[src/sv/rdc_pkg.sv]
// ============================================================================
// rdc_pkg: shared constants and functions for the radix digit converter
// Field widths, divider geometry, register map and character codes.
// ============================================================================
package rdc_pkg;

    // Field widths
    localparam int VALUE_W = 31;
    localparam int DIGIT_W = 4;
    localparam int CHAR_W  = 7;
    localparam int RADIX_W = 5;

    // Divider geometry: the value sits in a 32-bit shift register and four
    // quotient bits are produced per cycle.
    localparam int DIV_W           = 32;
    localparam int STEP_BITS       = 4;
    localparam int STEPS_PER_DIGIT = DIV_W / STEP_BITS;
    localparam int STEP_CNT_W      = $clog2(STEPS_PER_DIGIT);

    // At most this many digits are ever emitted for one input.
    localparam int RESULT_CAP = 31;

    // Configuration port
    localparam int PADDR_W = 3;
    localparam int PDATA_W = 32;
    localparam logic [PADDR_W-3:0] REG_RADIX = 1'b0;

    // Radix limits
    localparam logic [RADIX_W-1:0] RADIX_RESET = 5'd10;
    localparam logic [RADIX_W-1:0] RADIX_MIN   = 5'd2;
    localparam logic [RADIX_W-1:0] RADIX_HEX   = 5'd16;

    // Character codes
    localparam logic [DIGIT_W-1:0] DEC_LIMIT    = 4'd10;
    localparam logic [CHAR_W-1:0]  CHAR_ZERO    = 7'h30;
    localparam logic [CHAR_W-1:0]  CHAR_UPPER_A = 7'h41;
    localparam logic [CHAR_W-1:0]  CHAR_NONE    = 7'h00;

    // Clamp the programmed radix into the supported range.
    function automatic logic [RADIX_W-1:0] eff_radix(input logic [RADIX_W-1:0] r);
        logic [RADIX_W-1:0] e;
        if (r < RADIX_MIN) begin
            e = RADIX_MIN;
        end
        else if (r > RADIX_HEX) begin
            e = RADIX_HEX;
        end
        else begin
            e = r;
        end
        return e;
    endfunction

    // Character for one digit: decimal digits always, letters only in hex.
    function automatic logic [CHAR_W-1:0] char_of(input logic [DIGIT_W-1:0] d,
                                                   input logic [RADIX_W-1:0] base);
        logic [CHAR_W-1:0] c;
        if (d < DEC_LIMIT) begin
            c = CHAR_ZERO + CHAR_W'(d);
        end
        else if (base == RADIX_HEX) begin
            c = CHAR_UPPER_A - CHAR_W'(DEC_LIMIT) + CHAR_W'(d);
        end
        else begin
            c = CHAR_NONE;
        end
        return c;
    endfunction

endpackage

[src/sv/rdc_ram.sv]
// ============================================================================
// rdc_ram: generic single-write, single-read RAM
// One write port and one read port; read data is registered on read enable.
// ============================================================================
module rdc_ram #(
    parameter int WIDTH = 4,
    parameter int DEPTH = 32
) (
    input  logic                     clk,
    input  logic                     we,
    input  logic [$clog2(DEPTH)-1:0] waddr,
    input  logic [WIDTH-1:0]         wdata,
    input  logic                     re,
    input  logic [$clog2(DEPTH)-1:0] raddr,
    output logic [WIDTH-1:0]         rdata
);

    logic [WIDTH-1:0] mem_reg [DEPTH];

    // Storage write and registered read.
    always_ff @(posedge clk)
    begin
        if (we)
        begin
            mem_reg[waddr] <= wdata;
        end
        if (re)
        begin
            rdata <= mem_reg[raddr];
        end
    end

endmodule

[src/sv/radix_digit_converter.sv]
// ============================================================================
// radix_digit_converter: integer to base-N digit stream
// Converts a 31-bit non-negative value to the programmed radix and emits the
// digits most significant first, one beat per digit.
// ============================================================================
// The block takes one value at a time. Each digit is found by a serial
// division that shifts the value through a 32-bit register and produces four
// quotient bits per cycle; the remainder is pushed onto a digit stack held in
// a RAM. The stack is then read back at one digit per cycle while the output
// is not stalled, after a first RAM read in the ST_READ state. A zero value
// yields a single beat with empty_res set. Radix values below 2 act as 2 and
// above 16 act as 16. Only the least significant min(MAX_DIGITS, 31) digits
// are kept. The last digit of a value still waiting at the output does not
// block the next value from being accepted.
// ============================================================================
module radix_digit_converter
    import rdc_pkg::*;
#(
    parameter int MAX_DIGITS = 32
) (
    input  logic                clk,
    input  logic                rst_n,
    // Configuration port
    input  logic                psel,
    input  logic                penable,
    input  logic                pwrite,
    input  logic [PADDR_W-1:0]  paddr,
    input  logic [PDATA_W-1:0]  pwdata,
    output logic [PDATA_W-1:0]  prdata,
    output logic                pready,
    // Input channel
    input  logic                in_valid,
    output logic                in_ready,
    input  logic [VALUE_W-1:0]  value,
    // Output channel
    output logic                out_valid,
    input  logic                out_ready,
    output logic [DIGIT_W-1:0]  digit,
    output logic [CHAR_W-1:0]   char_code,
    output logic                empty_res,
    output logic                last
);

    localparam int LIMIT = (MAX_DIGITS < RESULT_CAP) ? MAX_DIGITS : RESULT_CAP;
    localparam int CW    = $clog2(LIMIT + 1);
    localparam int AW    = $clog2(MAX_DIGITS);
    localparam logic [STEP_CNT_W-1:0] STEP_LAST = STEP_CNT_W'(STEPS_PER_DIGIT - 1);

    typedef enum logic [2:0] {
        ST_IDLE,
        ST_ZERO,
        ST_DIV,
        ST_READ,
        ST_EMIT
    } state_t;

    state_t                  state_reg, state_next;
    logic [RADIX_W-1:0]      radix_reg, radix_next;
    logic [RADIX_W-1:0]      base_reg, base_next;
    logic [DIV_W-1:0]        sh_reg, sh_next;
    logic [DIGIT_W-1:0]      rem_reg, rem_next;
    logic [STEP_CNT_W-1:0]   step_reg, step_next;
    logic                    qnz_reg, qnz_next;
    logic [CW-1:0]           count_reg, count_next;
    logic [CW-1:0]           ptr_reg, ptr_next;
    logic                    out_valid_reg, out_valid_next;
    logic [DIGIT_W-1:0]      digit_reg, digit_next;
    logic [CHAR_W-1:0]       char_reg, char_next;
    logic                    empty_reg, empty_next;
    logic                    last_reg, last_next;

    logic [STEP_BITS-1:0]    q_bits;
    logic [DIGIT_W-1:0]      div_rem;
    logic                    slot_free;
    logic                    cfg_write;
    logic                    push;
    logic                    ram_we;
    logic                    ram_re;
    logic [AW-1:0]           ram_waddr;
    logic [AW-1:0]           ram_raddr;
    logic [DIGIT_W-1:0]      ram_rdata;

    // Configuration register access.
    assign pready    = 1'b1;
    assign cfg_write = psel && penable && pwrite && (paddr[PADDR_W-1:2] == REG_RADIX);
    assign prdata    = (paddr[PADDR_W-1:2] == REG_RADIX) ? PDATA_W'(radix_reg) : '0;

    // Handshake outputs.
    assign in_ready  = (state_reg == ST_IDLE);
    assign out_valid = out_valid_reg;
    assign digit     = digit_reg;
    assign char_code = char_reg;
    assign empty_res = empty_reg;
    assign last      = last_reg;
    assign slot_free = !out_valid_reg || out_ready;

    // Four restoring division steps on the top bits of the shift register.
    always_comb
    begin
        logic [DIGIT_W:0]   t;
        logic [DIGIT_W-1:0] r;
        r      = rem_reg;
        q_bits = '0;
        for (int i = 0; i < STEP_BITS; i++)
        begin
            t = {r, sh_reg[DIV_W-1-i]};
            if (t >= (DIGIT_W+1)'(base_reg))
            begin
                q_bits[STEP_BITS-1-i] = 1'b1;
                r = DIGIT_W'(t - (DIGIT_W+1)'(base_reg));
            end
            else
            begin
                r = t[DIGIT_W-1:0];
            end
        end
        div_rem = r;
    end

    // Digit stack writes and reads.
    assign push      = (state_reg == ST_DIV) && (step_reg == STEP_LAST)
                       && (count_reg < CW'(LIMIT));
    assign ram_we    = push;
    assign ram_waddr = AW'(count_reg);
    assign ram_re    = (state_reg == ST_READ)
                       || ((state_reg == ST_EMIT) && slot_free && (ptr_reg != '0));
    assign ram_raddr = (state_reg == ST_READ) ? AW'(ptr_reg) : AW'(ptr_reg - CW'(1));

    rdc_ram #(
        .WIDTH (DIGIT_W),
        .DEPTH (MAX_DIGITS)
    ) u_stack (
        .clk   (clk),
        .we    (ram_we),
        .waddr (ram_waddr),
        .wdata (div_rem),
        .re    (ram_re),
        .raddr (ram_raddr),
        .rdata (ram_rdata)
    );

    // Sequencer next-state logic.
    always_comb
    begin
        state_next     = state_reg;
        radix_next     = radix_reg;
        base_next      = base_reg;
        sh_next        = sh_reg;
        rem_next       = rem_reg;
        step_next      = step_reg;
        qnz_next       = qnz_reg;
        count_next     = count_reg;
        ptr_next       = ptr_reg;
        out_valid_next = out_valid_reg && !out_ready;
        digit_next     = digit_reg;
        char_next      = char_reg;
        empty_next     = empty_reg;
        last_next      = last_reg;

        if (cfg_write)
        begin
            radix_next = pwdata[RADIX_W-1:0];
        end

        unique case (state_reg)
            ST_IDLE:
            begin
                if (in_valid)
                begin
                    base_next = eff_radix(radix_reg);
                    sh_next   = DIV_W'(value);
                    rem_next  = '0;
                    step_next = '0;
                    qnz_next  = 1'b0;
                    count_next = '0;
                    state_next = (value == '0) ? ST_ZERO : ST_DIV;
                end
            end
            ST_ZERO:
            begin
                if (slot_free)
                begin
                    out_valid_next = 1'b1;
                    digit_next     = '0;
                    char_next      = CHAR_NONE;
                    empty_next     = 1'b1;
                    last_next      = 1'b1;
                    state_next     = ST_IDLE;
                end
            end
            ST_DIV:
            begin
                sh_next   = {sh_reg[DIV_W-STEP_BITS-1:0], q_bits};
                rem_next  = div_rem;
                step_next = step_reg + STEP_CNT_W'(1);
                qnz_next  = qnz_reg || (q_bits != '0);
                if (step_reg == STEP_LAST)
                begin
                    rem_next = '0;
                    qnz_next = 1'b0;
                    if (push)
                    begin
                        count_next = count_reg + CW'(1);
                    end
                    // Quotient reached zero: the stack holds every kept digit.
                    if (!qnz_reg && (q_bits == '0))
                    begin
                        ptr_next   = push ? count_reg : count_reg - CW'(1);
                        state_next = ST_READ;
                    end
                end
            end
            ST_READ:
            begin
                state_next = ST_EMIT;
            end
            ST_EMIT:
            begin
                if (slot_free)
                begin
                    out_valid_next = 1'b1;
                    digit_next     = ram_rdata;
                    char_next      = char_of(ram_rdata, base_reg);
                    empty_next     = 1'b0;
                    last_next      = (ptr_reg == '0);
                    if (ptr_reg == '0)
                    begin
                        state_next = ST_IDLE;
                    end
                    else
                    begin
                        ptr_next = ptr_reg - CW'(1);
                    end
                end
            end
            default:
            begin
                state_next = ST_IDLE;
            end
        endcase
    end

    // State and registered outputs.
    always_ff @(posedge clk or negedge rst_n)
    begin
        if (!rst_n)
        begin
            state_reg     <= ST_IDLE;
            radix_reg     <= RADIX_RESET;
            base_reg      <= RADIX_RESET;
            sh_reg        <= '0;
            rem_reg       <= '0;
            step_reg      <= '0;
            qnz_reg       <= 1'b0;
            count_reg     <= '0;
            ptr_reg       <= '0;
            out_valid_reg <= 1'b0;
            digit_reg     <= '0;
            char_reg      <= '0;
            empty_reg     <= 1'b0;
            last_reg      <= 1'b0;
        end
        else
        begin
            state_reg     <= state_next;
            radix_reg     <= radix_next;
            base_reg      <= base_next;
            sh_reg        <= sh_next;
            rem_reg       <= rem_next;
            step_reg      <= step_next;
            qnz_reg       <= qnz_next;
            count_reg     <= count_next;
            ptr_reg       <= ptr_next;
            out_valid_reg <= out_valid_next;
            digit_reg     <= digit_next;
            char_reg      <= char_next;
            empty_reg     <= empty_next;
            last_reg      <= last_next;
        end
    end

endmodule

[config.mk]
export PLATFORM = sky130hd
export DESIGN_NAME = radix_digit_converter
export DESIGN_NICKNAME = d
export VERILOG_FILES = /design/src/sv/rdc_pkg.sv /design/src/sv/rdc_ram.sv /design/src/sv/radix_digit_converter.sv
export SDC_FILE = /design/constraint.sdc
export NUM_CORES = 1
export LEC_CHECK = 0
export ABC_AREA = 1
export ABC_CLOCK_PERIOD_IN_PS = 5700
export BUFFER_PORTS_ARGS = -buffer_cell sky130_fd_sc_hd__buf_2
export CAP_MARGIN = 20
export CORE_MARGIN = 1
export CORE_UTILIZATION = 37
export DETAILED_ROUTE_END_ITERATION = 16
export GPL_TIMING_DRIVEN = 0
export PLACE_DENSITY = 0.53
export SYNTH_ARGS = -nofsm -noshare
export SYNTH_HDL_FRONTEND = slang
export SYNTH_HIERARCHICAL = 1
export SYNTH_SLANG_ARGS = --single-unit
[constraint.sdc]
create_clock -name clk -period 5.7 [get_ports clk]
set_input_delay 1.71 -clock clk [delete_from_list [all_inputs] [get_ports clk]]
set_output_delay 1.71 -clock clk [all_outputs]
set_load 0.05 [all_outputs]
-- After elaboration in Yosys (flattened, before gate mapping)
Memory sizes are Yosys's and may differ from the RTL's. A register that Yosys moved wholly into a read port is not among the register bits.
Cells that the tools add are included.
- bits in registers: 77
- bits in latches: 0
- memory bits (writable): 128
- ROM bits: 0
- input bits: 73
- output and inout port bits: 48
- logic and storage cells: 136
- memories: 1
- memory list (name ; depth ; width ; read ports ; clocked after memory_dff ; wr ports ; RTL line ; text):
    u_stack.mem_reg ; 32 ; 4 ; 1 ; 1 ; 1 ; rdc_ram.sv:18 ; logic [WIDTH-1:0] mem_reg [DEPTH];
- add/sub/neg operators: 10
- multipliers: 0
- divide/modulo/power cells: 0
- order comparisons: 8
- equality and inequality tests: 14
- shift operators: 0
- multiplexer cells: 57
- bitwise gates (word level): 1
- reductions and logical operators: 31
- operators by type and width (kind ; count):
    case mux 32 bit (2 select lines) ; 1
    two-way mux 5 bit ; 12
    two-way mux 32 bit ; 1
    two-way mux 4 bit ; 8
    logical NOT 31 bit ; 1
    two-way mux 7 bit ; 4
    two-way mux 3 bit ; 7
    greater-or-equal comparator 5 bit ; 4
    case mux 5 bit (2 select lines) ; 2
    case mux 4 bit (2 select lines) ; 2
    subtractor 4 bit ; 4
    case mux 3 bit (5 select lines) ; 1
    adder 6 x 4 -> 7 bit (first input constant) ; 2
    case mux 7 bit (2 select lines) ; 1
    two-way mux 1 bit ; 13
    != test 2 bit (second input constant) ; 5
    subtractor 5 x 1 -> 5 bit (second input constant) ; 2
    logical AND 1 bit ; 9
    equality test 3 x 2 -> 1 bit (second input constant) ; 2
    equality test 3 bit (second input constant) ; 2
    != test 2 x 1 -> 1 bit (second input constant) ; 3
    case mux 1 bit (2 select lines) ; 3
    case mux 3 bit (2 select lines) ; 1
    AND reduction 6 bit ; 1
    other kinds (23) ; 30

-- Longest topological paths before layout
Gate-level depths: netlist of run 1.
- word-level depth: 13
- gate-level depth with buffers: 39
- mapped depth without buffers: 39

-- Modules after synthesis
Netlist of run 1, hierarchy kept.
- modules (own cells, without submodules) (module ; times used ; cells each ; area each (sq um) ; seq. area each (sq um)):
    rdc_ram ; 1 ; 486 ; 5536.6 ; 3963.8
    radix_digit_converter ; 1 ; 657 ; 5180.0 ; 1931.9

-- Worst setup path after synthesis of run 1
OpenSTA, ideal clock, no wires.
- kind: reg-to-reg
- start: reg base_reg[1]
- end: mem u_stack.mem_reg[0][3], data pin
- library setup time: 0.284 ns
- arrival time: 4.802 ns
- required time: 5.416 ns
- path slack: 0.614 ns
- cell stages (with the launch flop): 35
- buffers on the path: 0
- period minus slack after synthesis: 5.086 ns
- cells stage by stage: dfstp_2 -> inv_1 -> ha_1 -> nand2_1 -> nor2_1 -> nand2_1 -> nand3_2 -> o21ai_0 -> ha_1 -> nand2_1 -> nand2_1 -> nand2_1 -> nand2_1 -> nor2_4 -> nand3_1 -> nand2_1 -> inv_1 -> ha_1 -> nand2_1 -> nand2_1 -> nand2_1 -> nand2_1 -> nor2_2 -> inv_1 -> nand2_1 -> nand2_1 -> ha_1 -> nand2_1 -> nand2_1 -> nand2_1 -> nand2_1 -> nor2_2 -> inv_1 -> nand2_1 -> and2_1
- cells in the longest elaborated chain, start to end: 8
- elaborated cells between the ends (all ways): 12
- classes of those cells: 4 x add/sub; 4 x order compare; 4 x mux
- RTL lines (what ; RTL line ; text):
    from (decl) ; radix_digit_converter.sv:59 ; logic [RADIX_W-1:0] base_reg, base_next;
    from (signal assigned) ; radix_digit_converter.sv:267 ; base_reg <= base_next;
    subtractor 4 bit / greater-or-equal comparator 5 bit (equally long branches) ; radix_digit_converter.sv:110, radix_digit_converter.sv:107 ;
    two-way mux 4 bit ; radix_digit_converter.sv:107 ; if (t >= (DIGIT_W+1)'(base_reg))
    subtractor 4 bit / greater-or-equal comparator 5 bit (equally long branches) ; radix_digit_converter.sv:110, radix_digit_converter.sv:107 ;
    two-way mux 4 bit ; radix_digit_converter.sv:107 ;
    greater-or-equal comparator 5 bit / subtractor 4 bit (equally long branches) ; radix_digit_converter.sv:107, radix_digit_converter.sv:110 ;
    two-way mux 4 bit ; radix_digit_converter.sv:107 ;
    subtractor 4 bit / greater-or-equal comparator 5 bit (equally long branches) ; radix_digit_converter.sv:110, radix_digit_converter.sv:107 ;
    two-way mux 4 bit (*) ; radix_digit_converter.sv:107 ;
    net div_rem[3] ; radix_digit_converter.sv:73 ; logic [DIGIT_W-1:0] div_rem;
    to (decl) ; rdc_ram.sv:18 ;
The timed path passes the listed nets; every way through them passes the cells marked *.

-- Final worst setup path of run 1
- start: reg base_reg[1]
- end: mem u_stack.mem_reg[22][1], data pin
- cells in the longest elaborated chain, start to end: 8
- elaborated cells between the ends (all ways): 12
- classes of those cells: 4 x add/sub; 4 x order compare; 4 x mux
- RTL lines (what ; RTL line):
    subtractor 4 bit / greater-or-equal comparator 5 bit (equally long branches) ; radix_digit_converter.sv:110, radix_digit_converter.sv:107
    two-way mux 4 bit ; radix_digit_converter.sv:107
    subtractor 4 bit / greater-or-equal comparator 5 bit (equally long branches) ; radix_digit_converter.sv:110, radix_digit_converter.sv:107
    two-way mux 4 bit ; radix_digit_converter.sv:107
    greater-or-equal comparator 5 bit / subtractor 4 bit (equally long branches) ; radix_digit_converter.sv:107, radix_digit_converter.sv:110
    two-way mux 4 bit ; radix_digit_converter.sv:107
    subtractor 4 bit / greater-or-equal comparator 5 bit (equally long branches) ; radix_digit_converter.sv:110, radix_digit_converter.sv:107
    two-way mux 4 bit (*) ; radix_digit_converter.sv:107
Every way passes the cells marked *; elsewhere a longest branch is shown, timed or not.

==> metrics.yaml, run 1 <==
run_status:
  status: "complete, no violations"
synthesis:
  syn_inst: 1143
  ys_warn_count: 6
  syn_area_per_cell_um2: 9.38
  synthArstFlopShare_pct: 36.8
  syn_area_um2: 10700
  synth_ff_type: "edfxtp_1"
  ys_seq_area_share_pct: 55.0
  synth_cell_types: 52
  synth_edf_count: 132
  synth_top_cells_by_area: "edfxtp_1 37%, dfrtp_1 17%, nand2_1 11%"
  netlist.area_leader.share_pct: 37.0
  synth-seq-cells: 209
  synth_top_area_cell: "edfxtp_1"
setup_path:
  reg2reg_setup_slack_ns: 0.22
  crit_start: "base_reg[1]"
  critPathCapture: "u_stack/mem_reg[22][1]"
  start_kind: "flip-flop"
  cp_slowest_cell: "dfstp_2"
  crit_type: "flip-flop to flip-flop"
  reg2reg_to: "u_stack/mem_reg[22][1]"
  crit_path_max_fanout: 9
  cp.arrival_ns: 5.77
  cpMostUsedCell: "nand2_1"
  reg2regPathDepth: 32
  cpPeakStageDelay_ns: 0.58
  critPathRequiredTime_ns: 5.99
  critical_path.endpoint_type: "flip-flop"
  r2r_start: "base_reg[1]"
floorplanning:
  row_count: 61
  die-height_um: 172
  die_w_um: 172
  die-area_um2: 29600
  pin_count: 121
  initial_utilization_pct: 38.1
  core_um2: 28200
detailed_routing:
  first_iter_violations: 585
  routed_wl_mm: 27.1
  via_count: 8154
  antenna_left: 0
  wl_per_cell_um: 16.2
  drc: 0
  viasPerCell: 4.87
  dr.pass1.iters: 5
final_layout:
  nFillCells: 2709
  drive_above_1_share_pct: 19.0
  area_growth_syn_to_layout_pct: 19.4
  largest_reg_flops: 128
  diodes: 0
  multi_input_area_um2: 4100
  postLayoutCellArea_um2: 12800
  nNetsFinal: 1384
  regArea_um2: 5900
clocking:
  cts.sinks: 209
  cts_root_buf: "clkbuf_16"
  worstSkewPairLatency_ns: 0.55
  clk_pin_slew_ns: 0.06
  cts_tree: "built"
  clk_path_buf_depth: 3
  cts_buffers: 25
  htree_levels: 1
placement:
  dpl-instance-area_um2: 11700
  pre_cts_ws_ns: -0.889
  dpl.hpwl_mm: 19.1
  gp_congestion: 0.844
  portBuffers: 63
timing:
  setup_viol: 0
  setup_ws_ns: 0.220
  max_freq_ghz: 0.182
  fin_skew_ns: 0.0414
  period_minus_slack_ns: 5.48
  timing.slew.headroom_pct: 59.1
  finalCritPeriodShare_pct: 96.1
  finalHoldViolCount: 0
  tightest_slew_ns: 0.607
  timing.final.max_slew_violations: 0
global_route:
  antenna_found_initial: 0
  grt_pass1_vias: 7790
  overflow: 0
  grt_max_degree: 57
  grt_usage_pct: 18.7
  grt_pass1_wl_mm: 42.4
flow_run:
  drv_cap: 0
hold_path:
  hp-class: "flip-flop to flip-flop"
[metrics by stage]
| stage | std cells | setup TNS (ns) | utilization [%] | hold slack [ns] |
|---|---|---|---|---|
| 6_report | 1675 | 0 | 45.4 | 0.478 |
| 5_1_grt | 1675 | -2.85 | 45.4 | 0.514 |
| 4_1_cts | 1667 | 0 | 44.9 | 0.478 |
| 3_5_place_dp | 1614 | -76.49 | 41.6 | 0.463 |
| 3_3_place_gp | 1610 | -120.15 | 41.2 | 0.458 |
| 2_1_floorplan | 1169 | 0 | - | 0.442 |
[worst min path at each step]
stage                 start      endpoint  slack, ns  cells past startpoint
6_report       char_code[5]  char_code[5]       0.48                      2
5_1_grt          ptr_reg[4]    ptr_reg[4]       0.51                      2
4_1_cts          ptr_reg[4]    ptr_reg[4]       0.48                      2
3_5_place_dp     ptr_reg[4]    ptr_reg[4]       0.46                      2
3_3_place_gp   char_code[5]  char_code[5]       0.46                      2
2_1_floorplan    ptr_reg[1]    ptr_reg[1]       0.44                      2
[cells in the mapped netlist, types with 14 or more instances]
master / number
o21ai_0: 30
a21oi_1: 16
edfxtp_1: 132
o21ai_1: 28
nor2_1: 81
dfrtp_1: 73
nand3_1: 135
nand2_1: 323
buf_2: 14
ha_1: 27
inv_1: 105
buf_4: 34
o211ai_1: 28
[layer usage]
metal / up-vias / wire [um] / global-route usage [%]
met1: 3824 / 12600 / 26.1
met4: 0 / 739 / 5.66
met3: 56 / 1400 / 2.29
met2: 218 / 12400 / 30.1
met5: - / 0 / 0
li1: 4056 / - / -
[layout by cell type, fill, tap and decap left out, drive strengths merged]
cell type | netlist | final
nand2 | 330 | 330
buf | 63 | 146
nand3 | 139 | 139
edfxtp | 132 | 132
inv | 114 | 114
nor2 | 88 | 88
dfrtp | 73 | 73
o21ai | 58 | 58
clkbuf | 4 | 39
o211ai | 28 | 28
conb | 2 | 28
ha | 27 | 27
a21oi | 17 | 17
xor2 | 12 | 12
nor3 | 9 | 9
o22ai | 9 | 9
a31oi | 6 | 6
nand4 | 5 | 5
clkinv | 0 | 5
clkinvlp | 0 | 4
fa | 4 | 4
dfstp | 4 | 4
a22o | 3 | 3
a32o | 3 | 3
xnor2 | 2 | 2
and2 | 2 | 2
a22oi | 2 | 2
or2 | 1 | 1
o221ai | 1 | 1
o311ai | 1 | 1
o21a | 1 | 1
nand3b | 1 | 1
a21boi | 1 | 1
o31ai | 1 | 1
bufinv | 0 | 1
[kinds of logic after synthesis]
family                   share of synthesized area (%)
flip-flops                                        55.0
XOR/XNOR                                          1.14
AND/OR/NAND/NOR                                   23.3
buffers and inverters                             8.83
adder cells (fa/ha/maj)                           3.90
AO/OA/AOI/OAI                                     7.76
other                                           0.0701
[final cells by class]
| type | count | share of cell area [%] |
|---|---|---|
| plain buffers | 67 | 3.99 |
| clock buffers | 35 | 5.58 |
| clock inverters | 9 | 0.714 |
| inverters | 114 | 3.48 |
| multi-input cells | 779 | 32.0 |
| flip-flops and latches | 209 | 46.1 |
| well taps | 378 | 3.70 |
| repair buffers | 83 | 4.38 |
| repair inverters | 1 | 0.0587 |
[worst max-delay path: cells and delay by family, from the launching register on]
kind / cells / cell delay (ns)
DFF: 1 / 0.58
AOI/OAI and AO/OA: 6 / 0.85
xor gates and xnor gates: 2 / 0.34
buffers and inverters: 9 / 1.03
adders and majority gates: 4 / 1.28
and+or+nand+nor: 11 / 1.17
[timing repair]
action,in CTS,in global routing
resized for setup,18,25
setup buffers,8,8
hold buffers,0,0
pin swaps,3,8
gates cloned,1,0
setup endpoints to repair,137,142
Power of run 1 is left out: the tool's default activity adds up to more than one toggle a clock period on the data nets, which glitch-free logic cannot reach.
==> inputs of run 2 (changes only) <==
--- a/config.mk
+++ b/config.mk
@@ -9,11 +9,13 @@
 export ABC_CLOCK_PERIOD_IN_PS = 5700
 export BUFFER_PORTS_ARGS = -buffer_cell sky130_fd_sc_hd__buf_2
 export CAP_MARGIN = 20
+export CELL_PAD_IN_SITES_DETAIL_PLACEMENT = 1
+export CELL_PAD_IN_SITES_GLOBAL_PLACEMENT = 1
 export CORE_MARGIN = 1
 export CORE_UTILIZATION = 37
 export DETAILED_ROUTE_END_ITERATION = 16
 export GPL_TIMING_DRIVEN = 0
-export PLACE_DENSITY = 0.53
+export PLACE_DENSITY = 0.65
 export SYNTH_ARGS = -nofsm -noshare
 export SYNTH_HDL_FRONTEND = slang
 export SYNTH_HIERARCHICAL = 1
==> run 2 against run 1 <==
Effect of this change:
- register-to-register slack got worse by 0.03 ns
- routed wire length grew 13%
- global-route usage rose by 2.2 points
- highest routed layer unchanged
- hold slack lost 0.0089 ns
- critical path depth is 4 higher
- fmax fell by 0.62%
- critical endpoint is now u_stack/mem_reg[9][1]
- flip-flop and latch count is the same
- critical path type unchanged
- largest cell class unchanged
- die area is the same
- utilization grew 1.3 points
- non-clock buffer count increased by 16
- cell count grew 1.1%
==> metrics.yaml, run 2 (same netlist as run 1, synthesis figures left out) <==
timing:
  period_minus_slack_ns: 5.51  # +0.0341 ns
  timing.final.max_slew_violations: 0  # unchanged
  fin_skew_ns: 0.00874  # -0.0327 ns
  setup_viol: 0  # unchanged
  tightest_slew_ns: 0.649  # +0.0426 ns
  timing.slew.headroom_pct: 56.6  # -2.5 points
  max_freq_ghz: 0.181  # -0.62%
  finalHoldViolCount: 0  # unchanged
  finalCritPeriodShare_pct: 96.7  # +0.60 points
setup_path:
  crit_start: "base_reg[1]"
  reg2reg_to: "u_stack/mem_reg[9][1]"
  critical_path.endpoint_type: "flip-flop"
  cp_slowest_cell: "dfstp_2"
  crit_path_max_fanout: 7  # -2
  start_kind: "flip-flop"
  cp.arrival_ns: 5.79  # +0.02 ns
  r2r_start: "base_reg[1]"
  critPathRequiredTime_ns: 5.97  # -0.02 ns
  cpPeakStageDelay_ns: 0.59  # about the same
  reg2regPathDepth: 36  # +13%
  crit_type: "flip-flop to flip-flop"
  reg2reg_setup_slack_ns: 0.19  # -0.03 ns
clocking:
  clk_path_buf_depth: 3  # unchanged
  cts.sinks: 209  # unchanged
  cts_tree: "built"
  clk_pin_slew_ns: 0.06  # about the same
  htree_levels: 1  # unchanged
  cts_root_buf: "clkbuf_16"
  postCtsHoldBufs: 0  # unchanged
  worstSkewPairLatency_ns: 0.52  # -0.03 ns
  cts_buffers: 25  # unchanged
hold_path:
  whs_endpoint: "char_code[5]"
  worstHoldStart: "char_code[5]"
  hold_depth: 2  # unchanged
  hp-class: "flip-flop to flip-flop"
final_layout:
  postLayoutCellArea_um2: 13200  # +2.8%
  layout_commonest_cell: "nand2_1"
  area_growth_syn_to_layout_pct: 22.8
  largest_reg_flops: 128  # unchanged
  diodes: 0  # unchanged
  nNetsFinal: 1400  # +1.2%
  drive_above_1_share_pct: 22.1  # +3.2 points
  final_cell_mix: "312 x nand2_1, 132 x nand3_1, 132 x edfxtp_1"
detailed_routing:
  first_iter_violations: 443  # -24%
  dr.pass1.iters: 4  # -1
  routed_wl_mm: 30.8  # +13%
  antenna_left: 0  # unchanged
  drc: 0  # unchanged
  viasPerCell: 4.99  # +2.5%
  via_count: 8444  # +3.6%
  wl_per_cell_um: 18.2  # +12%
floorplanning:
  die-area_um2: 29600  # unchanged
  die_w_um: 172  # unchanged
  pin_count: 121  # unchanged
  initial_utilization_pct: 38.1  # unchanged
  core_um2: 28200  # unchanged
  row_count: 61  # unchanged
  die-height_um: 172  # unchanged
global_route:
  overflow: 0  # unchanged
  grt_pass1_vias: 8553  # +9.8%
  grt_max_degree: 58  # +1.8%
  grt_usage_pct: 20.8  # +2.2 points
  antenna_found_initial: 0  # unchanged
  grt_pass1_wl_mm: 47.1  # +11%
run_status:
  status: "complete, no violations"
placement:
  dpl.hpwl_mm: 21.8  # +14%
  portBuffers: 63  # unchanged
  dpl-instance-area_um2: 11700  # unchanged
  gp_congestion: 0.844  # about the same
flow_run:
  drv_cap: 0  # unchanged
-- run 2: cell types whose count changed in the layout (fill, tap and decap cells not counted), moves of 3 or more --
cell | before | now
buf_4 | 50 | 60
clkinvlp_4 | 4 | 7
clkinv_2 | 3 | 7
ha_1 | 23 | 18
ha_4 | 4 | 9
clkbuf_1 | 7 | 3
nand2_1 | 322 | 312
nand2_2 | 4 | 14
buf_6 | 12 | 17
-- run 2: how the worst max path moves through the flow --
| stage | to | slack [ns] | depth (start not counted) |
|---|---|---|---|
| 4_1_cts | u_stack/mem_reg[28][1] | 0.008 | 37 |
| 2_1_floorplan | u_stack/mem_reg[0][3] | 0.61 | 34 |
| 6_report | u_stack/mem_reg[9][1] | 0.19 | 36 |
| 3_5_place_dp | u_stack/mem_reg[30][1] | -0.95 | 33 |
| 3_3_place_gp | u_stack/mem_reg[2][3] | -1.13 | 34 |
| 5_1_grt | u_stack/mem_reg[2][1] | -0.13 | 36 |
-- run 2: repair_timing --
action	4_1_cts	5_1_grt
pin swaps	3	22
buffers inserted	10	21
setup endpoints to repair	141	138
hold endpoints to repair	0	0
cloned	1	1
gates resized for setup	22	54
-- run 2: per-layer routing --
metal | track usage (%) | routed length, um
met1 | 28.9 | 14300
met2 | 35.0 | 15000
met3 | 2.27 | 959
met4 | 4.66 | 589
met5 | 0 | 0
-- run 2: through the flow --
step	TNS [ns]	hold slack, ns	std cells	util [%]	worst slack, ns
after floorplan	0	0.442	1169	-	0.614
after global placement	-129.67	0.452	1610	41.2	-1.13
after detailed placement	-93.34	0.462	1614	41.6	-0.949
after CTS	0	0.478	1671	45.2	0.00837
after global routing	-7.91	0.523	1693	46.7	-0.132
final	0	0.470	1693	46.7	0.186
-- run 2: cell type report --
| cell class | instances | area [um^2] |
|---|---|---|
| sequential | 209 | 5900 |
| fill | 3228 | 15000 |
| multi-input combinational | 779 | 4220 |
| timing repair inverter | 1 | 7.51 |
| timing repair buffer | 99 | 717 |
| clock buffer | 32 | 724 |
| inverter | 114 | 455 |
| clock inverter | 14 | 158 |
| tap | 378 | 473 |
| buffer | 67 | 510 |
-- run 2: worst max-delay path, delay by kind of cell, from the launching register on --
family | cells | cell delay [ns]
AOI/OAI and AO/OA | 5 | 0.57
adders and majority gates | 4 | 1.19
buffers and inverters | 10 | 1.14
DFF | 1 | 0.59
and+or+nand+nor | 17 | 1.76
Power of run 2 is left out for the same reason.
==> inputs of run 3 (changes only) <==
--- a/config.mk
+++ b/config.mk
@@ -5,7 +5,6 @@
 export SDC_FILE = /design/constraint.sdc
 export NUM_CORES = 1
 export LEC_CHECK = 0
-export ABC_AREA = 1
 export ABC_CLOCK_PERIOD_IN_PS = 5700
 export BUFFER_PORTS_ARGS = -buffer_cell sky130_fd_sc_hd__buf_2
 export CAP_MARGIN = 20
@@ -15,7 +14,7 @@
 export CORE_UTILIZATION = 37
 export DETAILED_ROUTE_END_ITERATION = 16
 export GPL_TIMING_DRIVEN = 0
-export PLACE_DENSITY = 0.65
+export PLACE_DENSITY = 0.63
 export SYNTH_ARGS = -nofsm -noshare
 export SYNTH_HDL_FRONTEND = slang
 export SYNTH_HIERARCHICAL = 1
==> run 3 against run 2 <==
Effect of this change:
- setup slack worse by 0.030 ns
- die area is 5.4% lower
- count of clock-buffer cells in the layout is 3 lower
- register-to-register slack worse by 0.03 ns
- synthesized cell count is 30% lower
- highest routed layer is now met5
- clock skew is 0.020 ns higher
- hold slack worse by 0.010 ns
- sequential share of layout area is 2.8 points higher
- utilization is 0.60 points lower
- largest cell class unchanged
- fmax is 0.53% lower
- flip-flop and latch count stayed put
- cell area is 5.8% lower
==> metrics.yaml, run 3 <==
final_layout:
  nFillCells: 2847  # -12%
  drive_above_1_share_pct: 29.2  # +7.0 points
  diodes: 0  # unchanged
  nNetsFinal: 1046  # -25%
  largest_reg_flops: 128  # unchanged
  stdcell_count: 1301  # -23%
  area_growth_syn_to_layout_pct: 22.3
  layout_commonest_cell: "edfxtp_1"
  final_util_pct: 46.1  # -0.60 points
  final_cell_mix: "132 x edfxtp_1, 100 x nand2_1, 90 x nor2_1"
setup_path:
  critical_path.endpoint_type: "flip-flop"
  crit_path_max_fanout: 6  # -1
  reg2reg_to: "rem_reg[0]"
  critPathRequiredTime_ns: 6.11  # +0.14 ns
  reg2regPathDepth: 25  # -31%
  r2r_start: "base_reg[3]"
  cp.arrival_ns: 5.95  # +0.16 ns
  reg2reg_setup_slack_ns: 0.16  # -0.03 ns
  crit_start: "base_reg[3]"
  start_kind: "flip-flop"
  crit_type: "flip-flop to flip-flop"
timing:
  period_minus_slack_ns: 5.54  # +0.0296 ns
  timing.slew.headroom_pct: 52.5  # -4.1 points
  final.setup.tns_ns: 0  # unchanged
  fin_skew_ns: 0.0286  # +0.0198 ns
  finalCritPeriodShare_pct: 97.3  # +0.52 points
  timing.final.max_slew_violations: 0  # unchanged
  rsz0062_at_grt: "no"
  tightest_slew_ns: 0.713  # +0.0634 ns
  setup_viol: 0  # unchanged
  max_freq_ghz: 0.180  # -0.53%
  finalHoldViolCount: 0  # unchanged
  whs_ns: 0.459  # -0.0104 ns
floorplanning:
  row_count: 60  # -1.6%
  die-area_um2: 28100  # -5.4%
  die-height_um: 168  # -2.7%
  die_w_um: 168  # -2.7%
  core_um2: 26900  # -4.6%
  initial_utilization_pct: 37.7  # -0.34 points
  pin_count: 121  # unchanged
synthesis:
  synth_commonest_cells: "132 x edfxtp_1, 102 x nand2_1, 93 x nor2_1, 73 x dfrtp_1, 40 x mux4_2"
  synth_edf_count: 132  # unchanged
  synth_ff_type: "edfxtp_1"
  synth_cell_types: 68  # +31%
  ys_warn_count: 6  # unchanged
  syn_area_per_cell_um2: 12.7  # +36%
  synthArstFlopShare_pct: 36.8  # unchanged
  synth_most_common_cell: "edfxtp_1"
  synth-seq-cells: 209  # unchanged
  netlist.area_leader.share_pct: 39.1  # +2.1 points
  syn_inst: 797  # -30%
  ys_seq_area_share_pct: 58.2  # +3.2 points
  synth_top_area_cell: "edfxtp_1"
  synth_top_cells_by_area: "edfxtp_1 39%, dfrtp_1 18%, mux4_2 8.9%"
  syn_area_um2: 10100  # -5.4%
detailed_routing:
  drc: 0  # unchanged
  dr.pass1.iters: 4  # unchanged
  wl_per_cell_um: 20.4  # +12%
  viasPerCell: 5.22  # +4.6%
  routed_wl_mm: 26.5  # -14%
  antenna_left: 0  # unchanged
  via_count: 6787  # -20%
  first_iter_violations: 524  # +18%
placement:
  portBuffers: 63  # unchanged
  gp_congestion: 0.799  # -5.3%
  dpl.hpwl_mm: 17.4  # -20%
  dp.cells: 1229  # -24%
global_route:
  overflow: 0  # unchanged
  grt_pass1_vias: 7100  # -17%
  grt_pass1_wl_mm: 41.3  # -12%
  antenna_found_initial: 2  # +2
  grt_max_degree: 53  # -8.6%
  grt_usage_pct: 19.2  # -1.7 points
hold_path:
  hold_depth: 2  # unchanged
  hp-class: "flip-flop to flip-flop"
  whs_endpoint: "char_code[4]"
  worstHoldStart: "char_code[4]"
clocking:
  worstSkewPairLatency_ns: 0.54  # +0.02 ns
  cts_root_buf: "clkbuf_16"
  htree_levels: 1  # unchanged
  cts_tree: "built"
  cts.sinks: 209  # unchanged
  clk_pin_slew_ns: 0.06  # about the same
  postCtsHoldBufs: 0  # unchanged
  clk_path_buf_depth: 3  # unchanged
  cts_buffers: 24  # -4.0%
flow_run:
  drv_cap: 0  # unchanged
run_status:
  status: "complete, no violations"
## run 3: repair_timing
action,in CTS,in global routing
gates resized for setup,21,19
gates cloned,3,0
pin swaps,9,8
setup buffers,20,5
endpoints found under the setup margin,140,136
## run 3: layout make-up
cell class | count | area, um^2 | share of cell area [%]
repair buffers | 90 | 616 | 4.97
multi-input cells | 532 | 4220 | 34.1
flip-flops and latches | 209 | 5900 | 47.6
clock buffers | 29 | 651 | 5.25
well taps | 341 | 427 | 3.44
inverters | 24 | 96.3 | 0.777
plain buffers | 61 | 363 | 2.93
clock inverters | 15 | 125 | 1.01
## run 3: worst max-delay path, stage by stage (launching register included)
cell and delay [ns]:
dfstp_2 0.52, inv_1 0.12, ha_1 0.35, and2_1 0.20, a21oi_4 0.19, mux2_4 0.34, ha_4 0.24, a21o_1 0.18
a31oi_4 0.20, o21a_4 0.19, mux2_4 0.34, inv_1 0.10, ha_1 0.27, a31oi_4 0.20, o21ai_4 0.11, buf_4 0.16
o21ai_4 0.14, inv_1 0.08, ha_2 0.39, nand2_2 0.11, o21ai_4 0.24, buf_12 0.18, buf_4 0.13, a21oi_4 0.06
buf_4 0.19, a22o_1 0.20
## run 3: worst max path at each step
stage,endpoint,slack (ns),depth (start not counted)
6_report,rem_reg[0],0.16,25
5_1_grt,rem_reg[0],0.0009,24
4_1_cts,u_stack/mem_reg[19][2],0.01,23
3_5_place_dp,u_stack/mem_reg[30][3],-1.17,19
3_3_place_gp,u_stack/mem_reg[8][2],-1.50,20
2_1_floorplan,u_stack/mem_reg[0][2],0.06,20
## run 3: layer usage
layer / wire (um) / global-route usage (%)
met5: 12 / 0
met4: 677 / 5.86
met3: 1250 / 3.43
met2: 12700 / 31.4
met1: 11900 / 26.0
## run 3: cells by family after synthesis
kind of cell,synth area share [%]
and+or+nand+nor,11.6
DFF,58.2
AOI/OAI and AO/OA,8.89
buffers and inverters,4.47
muxes,11.2
adders and majority gates,4.12
xor gates and xnor gates,1.47
other,0.0741
## run 3: metrics by stage
| stage | setup slack (ns) | area, um^2 |
|---|---|---|
| after floorplan | 0.0561 | 10300 |
| after global placement | -1.50 | 11100 |
| after detailed placement | -1.17 | 11100 |
| after CTS | 0.0145 | 12200 |
| after global routing | 0.000918 | 12400 |
| final | 0.157 | 12400 |
Power of run 3 is left out for the same reason.
